File: src/rtl/sis_pkg.sv
`default_nettype none

package sis_pkg;

   // fixed port widths of the item fields
   localparam int OP_W    = 2;
   localparam int ID_W    = 16;
   localparam int COUNT_W = 7;

   // operation codes
   localparam logic [OP_W-1:0] OP_INSERT  = 2'd0;
   localparam logic [OP_W-1:0] OP_ADVANCE = 2'd1;
   localparam logic [OP_W-1:0] OP_ERASE   = 2'd2;
   localparam logic [OP_W-1:0] OP_REWIND  = 2'd3;

   // sequencer states, one-hot
   typedef enum logic [8:0] {
      ST_IDLE    = 9'b000000001,
      ST_SRCH_RD = 9'b000000010,
      ST_SRCH_EV = 9'b000000100,
      ST_DECIDE  = 9'b000001000,
      ST_MOVE_RD = 9'b000010000,
      ST_MOVE_WR = 9'b000100000,
      ST_PLACE   = 9'b001000000,
      ST_OUT_RD  = 9'b010000000,
      ST_OUT_EV  = 9'b100000000
   } sis_state_type;

endpackage

`default_nettype wire

File: src/rtl/sis_store.sv
`default_nettype none

module sis_store #(
   parameter int DEPTH = 64,
   parameter int WIDTH = 16,
   parameter int AW    = (DEPTH > 1) ? $clog2(DEPTH) : 1
) (
   input  wire logic             clock,
   input  wire logic             wr_en,
   input  wire logic [AW-1:0]    wr_addr,
   input  wire logic [WIDTH-1:0] wr_data,
   input  wire logic [AW-1:0]    rd_addr,
   output logic      [WIDTH-1:0] rd_data
);

   logic [WIDTH-1:0] mem_ff [DEPTH];
   logic [WIDTH-1:0] rd_data_ff;

   // single write port
   always_ff @(posedge clock) begin
      if (wr_en) begin
         mem_ff[wr_addr] <= wr_data;
      end
   end

   // registered read port
   always_ff @(posedge clock) begin
      rd_data_ff <= mem_ff[rd_addr];
   end

   assign rd_data = rd_data_ff;

endmodule

`default_nettype wire

File: src/rtl/sorted_id_set_with_cursor.sv
// Sorted, duplicate-free id set with a read cursor. An item (insert, advance, erase,
// rewind) is taken when start is high and busy is low; busy then stays high until the
// single result has been shown on the rsp_ ports for one cycle with rsp_valid high.
// The receiver cannot stall, so the result must be captured in that cycle. All ids live
// in one single-port-write, registered-read memory, and a small sequencer walks it
// one element at a time. Advance and rewind only move the cursor; erase shifts the
// elements after the cursor down by one; insert searches from the lowest element for
// the first one not below the new id, shifts it and the elements above it up by one,
// and writes the id in its place; a duplicate or a dropped id ends after the search and
// skips the move. There is no clearing pass after reset: the block is ready at once.
`default_nettype none

module sorted_id_set_with_cursor #(
   parameter int CAPACITY = 64,
   parameter int ID_BITS  = 16
) (
   input  wire logic                          clock,
   input  wire logic                          reset,
   input  wire logic                          start,
   output logic                               busy,
   input  wire logic [sis_pkg::OP_W-1:0]      req_operation,
   input  wire logic [sis_pkg::ID_W-1:0]      req_state_id,
   output logic                               rsp_valid,
   output logic      [sis_pkg::ID_W-1:0]      rsp_current_id,
   output logic                               rsp_at_end,
   output logic      [sis_pkg::COUNT_W-1:0]   rsp_element_count,
   output logic                               rsp_dropped
);

   import sis_pkg::*;

   localparam int AW = (CAPACITY > 1) ? $clog2(CAPACITY) : 1;
   localparam int IW = $clog2(CAPACITY + 1);

   sis_state_type state_ff, state_in;
   logic [OP_W-1:0]    op_ff, op_in;
   logic [ID_BITS-1:0] id_ff, id_in;
   logic [IW-1:0]      idx_ff, idx_in;
   logic [IW-1:0]      pos_ff, pos_in;
   logic               up_ff, up_in;
   logic [IW-1:0]      count_ff, count_in;
   logic [IW-1:0]      cursor_ff, cursor_in;
   logic               dropped_ff, dropped_in;

   logic               wr_en;
   logic [IW-1:0]      wr_idx;
   logic [ID_BITS-1:0] wr_data;
   logic [IW-1:0]      rd_idx;
   logic [ID_BITS-1:0] rd_data;

   logic [ID_BITS+ID_W-1:0] id_ext;
   logic [ID_BITS+ID_W-1:0] data_ext;
   logic [IW+COUNT_W-1:0]   count_ext;
   logic [IW-1:0]           idx_inc;
   logic [IW-1:0]           idx_dec;
   logic                    cur_valid;
   logic                    data_lt;
   logic                    data_eq;

   // id storage
   sis_store #(
      .DEPTH(CAPACITY),
      .WIDTH(ID_BITS),
      .AW   (AW)
   ) u_store (
      .clock  (clock),
      .wr_en  (wr_en),
      .wr_addr(wr_idx[AW-1:0]),
      .wr_data(wr_data),
      .rd_addr(rd_idx[AW-1:0]),
      .rd_data(rd_data)
   );

   // width conversion of the id fields
   assign id_ext    = {{ID_BITS{1'b0}}, req_state_id};
   assign data_ext  = {{ID_W{1'b0}}, rd_data};
   assign count_ext = {{COUNT_W{1'b0}}, count_ff};

   // shared index arithmetic and compare
   assign idx_inc   = idx_ff + IW'(1);
   assign idx_dec   = idx_ff - IW'(1);
   assign cur_valid = (cursor_ff < count_ff);
   assign data_lt   = (rd_data < id_ff);
   assign data_eq   = (rd_data == id_ff);

   // read address select
   always_comb begin
      rd_idx = cursor_ff;
      case (state_ff)
         ST_SRCH_RD: rd_idx = idx_ff;
         ST_MOVE_RD: rd_idx = up_ff ? idx_inc : idx_dec;
         default:    rd_idx = cursor_ff;
      endcase
   end

   // write port: shift moves and final placement
   always_comb begin
      wr_en   = 1'b0;
      wr_idx  = idx_ff;
      wr_data = rd_data;
      case (state_ff)
         ST_MOVE_WR: begin
            wr_en = 1'b1;
         end
         ST_PLACE: begin
            wr_en   = 1'b1;
            wr_idx  = pos_ff;
            wr_data = id_ff;
         end
         default: wr_en = 1'b0;
      endcase
   end

   // sequencer
   always_comb begin
      state_in   = state_ff;
      op_in      = op_ff;
      id_in      = id_ff;
      idx_in     = idx_ff;
      pos_in     = pos_ff;
      up_in      = up_ff;
      count_in   = count_ff;
      cursor_in  = cursor_ff;
      dropped_in = dropped_ff;
      case (state_ff)
         ST_IDLE: begin
            if (start) begin
               op_in      = req_operation;
               id_in      = id_ext[ID_BITS-1:0];
               dropped_in = 1'b0;
               state_in   = ST_OUT_RD;
               case (req_operation)
                  OP_INSERT: begin
                     idx_in   = '0;
                     state_in = ST_SRCH_RD;
                  end
                  OP_ADVANCE: begin
                     if (cur_valid) begin
                        cursor_in = cursor_ff + IW'(1);
                     end
                  end
                  OP_ERASE: begin
                     if (cur_valid) begin
                        idx_in = cursor_ff;
                        up_in  = 1'b1;
                        if ((cursor_ff + IW'(1)) < count_ff) begin
                           state_in = ST_MOVE_RD;
                        end else begin
                           count_in = count_ff - IW'(1);
                        end
                     end
                  end
                  OP_REWIND: cursor_in = '0;
                  default:   state_in  = ST_OUT_RD;
               endcase
            end
         end
         // linear search for the first element not below the id
         ST_SRCH_RD: begin
            if (idx_ff == count_ff) begin
               pos_in   = idx_ff;
               state_in = ST_DECIDE;
            end else begin
               state_in = ST_SRCH_EV;
            end
         end
         ST_SRCH_EV: begin
            if (data_lt) begin
               idx_in   = idx_inc;
               state_in = ST_SRCH_RD;
            end else if (data_eq) begin
               state_in = ST_OUT_RD;
            end else begin
               pos_in   = idx_ff;
               state_in = ST_DECIDE;
            end
         end
         ST_DECIDE: begin
            if (count_ff == IW'(CAPACITY)) begin
               dropped_in = 1'b1;
               state_in   = ST_OUT_RD;
            end else if (count_ff > pos_ff) begin
               idx_in   = count_ff;
               up_in    = 1'b0;
               state_in = ST_MOVE_RD;
            end else begin
               state_in = ST_PLACE;
            end
         end
         ST_MOVE_RD: state_in = ST_MOVE_WR;
         // one element moved; step the index and test for the end of the run
         ST_MOVE_WR: begin
            if (up_ff) begin
               idx_in = idx_inc;
               if ((idx_inc + IW'(1)) < count_ff) begin
                  state_in = ST_MOVE_RD;
               end else begin
                  count_in = count_ff - IW'(1);
                  state_in = ST_OUT_RD;
               end
            end else begin
               idx_in = idx_dec;
               if (idx_dec > pos_ff) begin
                  state_in = ST_MOVE_RD;
               end else begin
                  state_in = ST_PLACE;
               end
            end
         end
         ST_PLACE: begin
            if ((count_ff != '0) && (pos_ff <= cursor_ff)) begin
               cursor_in = cursor_ff + IW'(1);
            end
            count_in = count_ff + IW'(1);
            state_in = ST_OUT_RD;
         end
         ST_OUT_RD: state_in = ST_OUT_EV;
         ST_OUT_EV: state_in = ST_IDLE;
         default:   state_in = ST_IDLE;
      endcase
   end

   // control state
   always_ff @(posedge clock) begin
      if (reset) begin
         state_ff  <= ST_IDLE;
         count_ff  <= '0;
         cursor_ff <= '0;
      end else begin
         state_ff  <= state_in;
         count_ff  <= count_in;
         cursor_ff <= cursor_in;
      end
   end

   // working registers
   always_ff @(posedge clock) begin
      op_ff      <= op_in;
      id_ff      <= id_in;
      idx_ff     <= idx_in;
      pos_ff     <= pos_in;
      up_ff      <= up_in;
      dropped_ff <= dropped_in;
   end

   // result ports
   assign busy              = (state_ff != ST_IDLE);
   assign rsp_valid         = (state_ff == ST_OUT_EV);
   assign rsp_at_end        = !cur_valid;
   assign rsp_current_id    = cur_valid ? data_ext[ID_W-1:0] : '0;
   assign rsp_element_count = count_ext[COUNT_W-1:0];
   assign rsp_dropped       = dropped_ff && (op_ff == OP_INSERT);

endmodule

`default_nettype wire

File: config.mk
export PLATFORM = sky130hd
export DESIGN_NAME = sorted_id_set_with_cursor
export DESIGN_NICKNAME = d
export VERILOG_FILES = /design/src/rtl/sis_pkg.sv /design/src/rtl/sis_store.sv /design/src/rtl/sorted_id_set_with_cursor.sv
export SDC_FILE = /design/constraint.sdc
export NUM_CORES = 2
export LEC_CHECK = 0
export ABC_AREA = 1
export BUFFER_PORTS_ARGS = -buffer_cell sky130_fd_sc_hd__clkbuf_2
export CORE_ASPECT_RATIO = 0.5
export CORE_MARGIN = 2
export CORE_UTILIZATION = 55
export DETAILED_ROUTE_END_ITERATION = 8
export PLACE_DENSITY = 0.71
export SETUP_SLACK_MARGIN = 0.4
export SLEW_MARGIN = 20
export SYNTH_ARGS = -nofsm -noshare
export SYNTH_HDL_FRONTEND = slang
export SYNTH_SLANG_ARGS = --single-unit
File: constraint.sdc
create_clock -name clock -period 5.9 [get_ports clock]
set_input_delay 0.885 -clock clock [delete_from_list [all_inputs] [get_ports clock]]
set_output_delay 0.885 -clock clock [all_outputs]
set_load 0.005 [all_outputs]
==> results.json <==
{
  "status": "finished clean",
  "start_kind": "flip-flop",
  "vias_per_cell": 6.01,
  "netlist_instances": 4679,
  "dp_hpwl_mm": 84.1,
  "maxCapViolations": 0,
  "grt_pass1_wl_mm": 215,
  "synth-async-reset-ratio_pct": 0,
  "ant_nets": 0,
  "fin_crit_sh_pct": 73.2,
  "drt-total-wl_mm": 145,
  "cts_tree": "done",
  "finClkSkew_ns": 0.0474,
  "setup_tns_ns": 0,
  "rsz0062_at_grt": "false",
  "design_area_um2": 55400,
  "postPlaceCellArea_um2": 52100,
  "cp_cell_sequence": "nor2_4 -> inv_1 -> nor3_1 -> nand2_2 -> buf_4 -> nand2_1 -> o21ai_2 -> inv_1 -> nand4_1 -> nor2_2",
  "start_util_pct": 55.6,
  "rows": 78,
  "dieArea_um2": 94300,
  "grt_start_max_net_pins": 178,
  "switchingPower_w": 0.00879,
  "cts_buffer_depth": 3,
  "worst_hold_slack_ns": 0.359,
  "n_antenna_cell": 0,
  "total_leakage_power_nw": 21.6,
  "fin_nets": 4763,
  "clk_pin_slew_ns": 0.07,
  "ir_drop_uv": 302,
  "ys_top_cells_by_count": "1058 x edfxtp_1, 1006 x nand3_1, 762 x nand2_1",
  "clock_power_share_pct": 27.6,
  "ys_types": 53,
  "cpMaxStageDelayCell": "nor2_2",
  "io_buffers": 47,
  "tightest_slew_ns": 1.19,
  "nFillCells": 7086,
  "layout-drive-gt1-share_pct": 8.08,
  "antenna_found_initial": 7,
  "overflow": 0,
  "syn_area_per_cell_um2": 10.8,
  "grt_pass1_vias": 33400,
  "arrival_ns": 4.66,
  "setup_viol": 0,
  "cts_hold_buf": 0,
  "slew_headroom_pct": 20.5,
  "critPathMaxStageDelay_ns": 0.91,
  "vias": 35800,
  "pwr-share-comb_pct": 30.5,
  "end_kind": "flip-flop",
  "cts-root-buf": "clkbuf_16",
  "required_ns": 6.23,
  "route.detailed.drc": 0,
  "yosysTopAreaCell": "edfxtp_1",
  "synth_top_area_share_pct": 63.0,
  "ys_seq_elements": 1097,
  "ctsResizeCount": 0,
  "ios": 48,
  "gp_congestion": 0.991,
  "seqPwrFrac_pct": 41.8,
  "cts_setup_buffers": 0,
  "swShare_pct": 36.3,
  "wl_per_cell_um": 24.3,
  "path_class": "reg -> reg",
  "synth_area_um2": 50500,
  "syn_to_final_growth_pct": 9.83,
  "fin_crit_ns": 4.32,
  "htreeDepth": 3,
  "path_max_fanout": 33,
  "yosysSeqAreaShare_pct": 64.5,
  "grt_usage_pct": 30.7,
  "intPower_w": 0.0154,
  "firstDrtPassIters": 6,
  "synth_area_leaders": "edfxtp_1 63%, nand3_1 10%, nand3b_1 5.7%",
  "cts_sinks": 1097,
  "clk_latency_ns": 0.72,
  "die_w_um": 432,
  "dp.cells": 5776,
  "synth_nets": 4766,
  "hp-class": "in -> reg",
  "yosysMostFrequentCell": "edfxtp_1",
  "final_hold_viol_count": 0,
  "crit_path_frequent_cell": "inv_1",
  "synth-edff-count": 1058,
  "final_max_slew_viol_count": 0,
  "synthFlopType": "edfxtp_1",
  "drtIter0Drc": 5629,
  "fmax_ghz": 0.231,
  "design.core.area_um2": 90800,
  "numCtsBuffers": 97,
  "power_density_nw_per_um2": 437,
  "utilization_pct": 61.1,
  "die_h_um": 218,
  "finalNonFillerCells": 5955,
  "ys.warnings.count": 0
}
power groups by stage:
stage          Sequential, W  Clock, W  Combinational, W
2_1_floorplan         0.0102         0           0.00452
3_3_place_gp          0.0103         0           0.00700
3_5_place_dp          0.0103         0           0.00717
4_1_cts               0.0101   0.00673           0.00721
5_1_grt               0.0101   0.00703           0.00795
6_report              0.0101   0.00669           0.00738
flip-flops by register name, summed over array words and instances (netlist names), 2 cells and up:
| register | flops |
|---|---|
| idx_ff | 7 |
| op_ff | 2 |
| u_store.mem_ff | 1024 |
| state_ff | 9 |
| cursor_ff | 7 |
| id_ff | 16 |
| pos_ff | 7 |
| rsp_element_count | 7 |
| u_store.rd_data | 16 |
metal layers:
metal	GRT usage, %	wire (µm)	up-vias
met5	0	25	-
met4	10.0	4760	4
met3	7.80	18000	311
met2	46.2	64300	2158
met1	43.8	57800	17300
li1	-	-	16000
critical path: cells and delay by family (launching register included):
family	cells	cell delay, ns
simple gates	6	2.55
buf+inv	3	0.84
flops	1	0.37
compound gates	1	0.16
final timing paths:
check                            start  slack (ns)                              end  cells after the start
min reg2reg  cursor_ff[5]$_SDFFE_PP0P_        0.53        cursor_ff[5]$_SDFFE_PP0P_                      2
max           state_ff[4]$_SDFFE_PP0N_        1.58  u_store.mem_ff[51][4]$_DFFE_PP_                     10
min                    req_state_id[5]        0.36               id_ff[5]$_DFFE_PP_                      1
max reg2reg   state_ff[4]$_SDFFE_PP0N_        1.58  u_store.mem_ff[51][4]$_DFFE_PP_                     10
final cells by class:
| type | instances | area, µm² | area share (%) |
|---|---|---|---|
| flip-flops and latches | 1097 | 32600 | 58.7 |
| multi-input cells | 2610 | 14100 | 25.4 |
| inverters | 697 | 2620 | 4.73 |
| clock buffers | 118 | 2600 | 4.69 |
| well taps | 1200 | 1500 | 2.71 |
| repair buffers | 173 | 1380 | 2.48 |
| clock inverters | 60 | 688 | 1.24 |
through the flow:
| stage | setup slack [ns] | total power [W] |
|---|---|---|
| 6_report | 1.58 | 0.0242 |
| 5_1_grt | 1.28 | 0.0251 |
| 4_1_cts | 1.64 | 0.0240 |
| 3_5_place_dp | 1.65 | 0.0174 |
| 3_3_place_gp | 1.33 | 0.0173 |
| 2_1_floorplan | 1.46 | 0.0148 |
cell families (layout without fill, tap and decap cells):
logic type / Yosys count / count (layout) / synth area share (%)
buf+inv: 972 / 1048 / 8.15
simple gates: 2360 / 2360 / 23.4
xor+xnor: 23 / 23 / 0.399
fa+ha+maj: 66 / 66 / 1.65
flops: 1097 / 1097 / 64.5
compound gates: 161 / 161 / 1.84
placed cells by master, fill, tap and decap left out, drive strengths merged, types with 39 or more instances in the layout:
| cell type | synthesis | final |
|---|---|---|
| nand2 | 770 | 770 |
| clkbuf | 53 | 165 |
| nand3b | 385 | 385 |
| ha | 65 | 65 |
| a21oi | 49 | 49 |
| nand3 | 1009 | 1009 |
| inv | 694 | 695 |
| clkinv | 3 | 42 |
| buf | 222 | 126 |
| nor2 | 130 | 130 |
| dfxtp | 39 | 39 |
| edfxtp | 1058 | 1058 |
| o21ai | 73 | 73 |
Note: power is estimated with default switching activity, not from simulation.
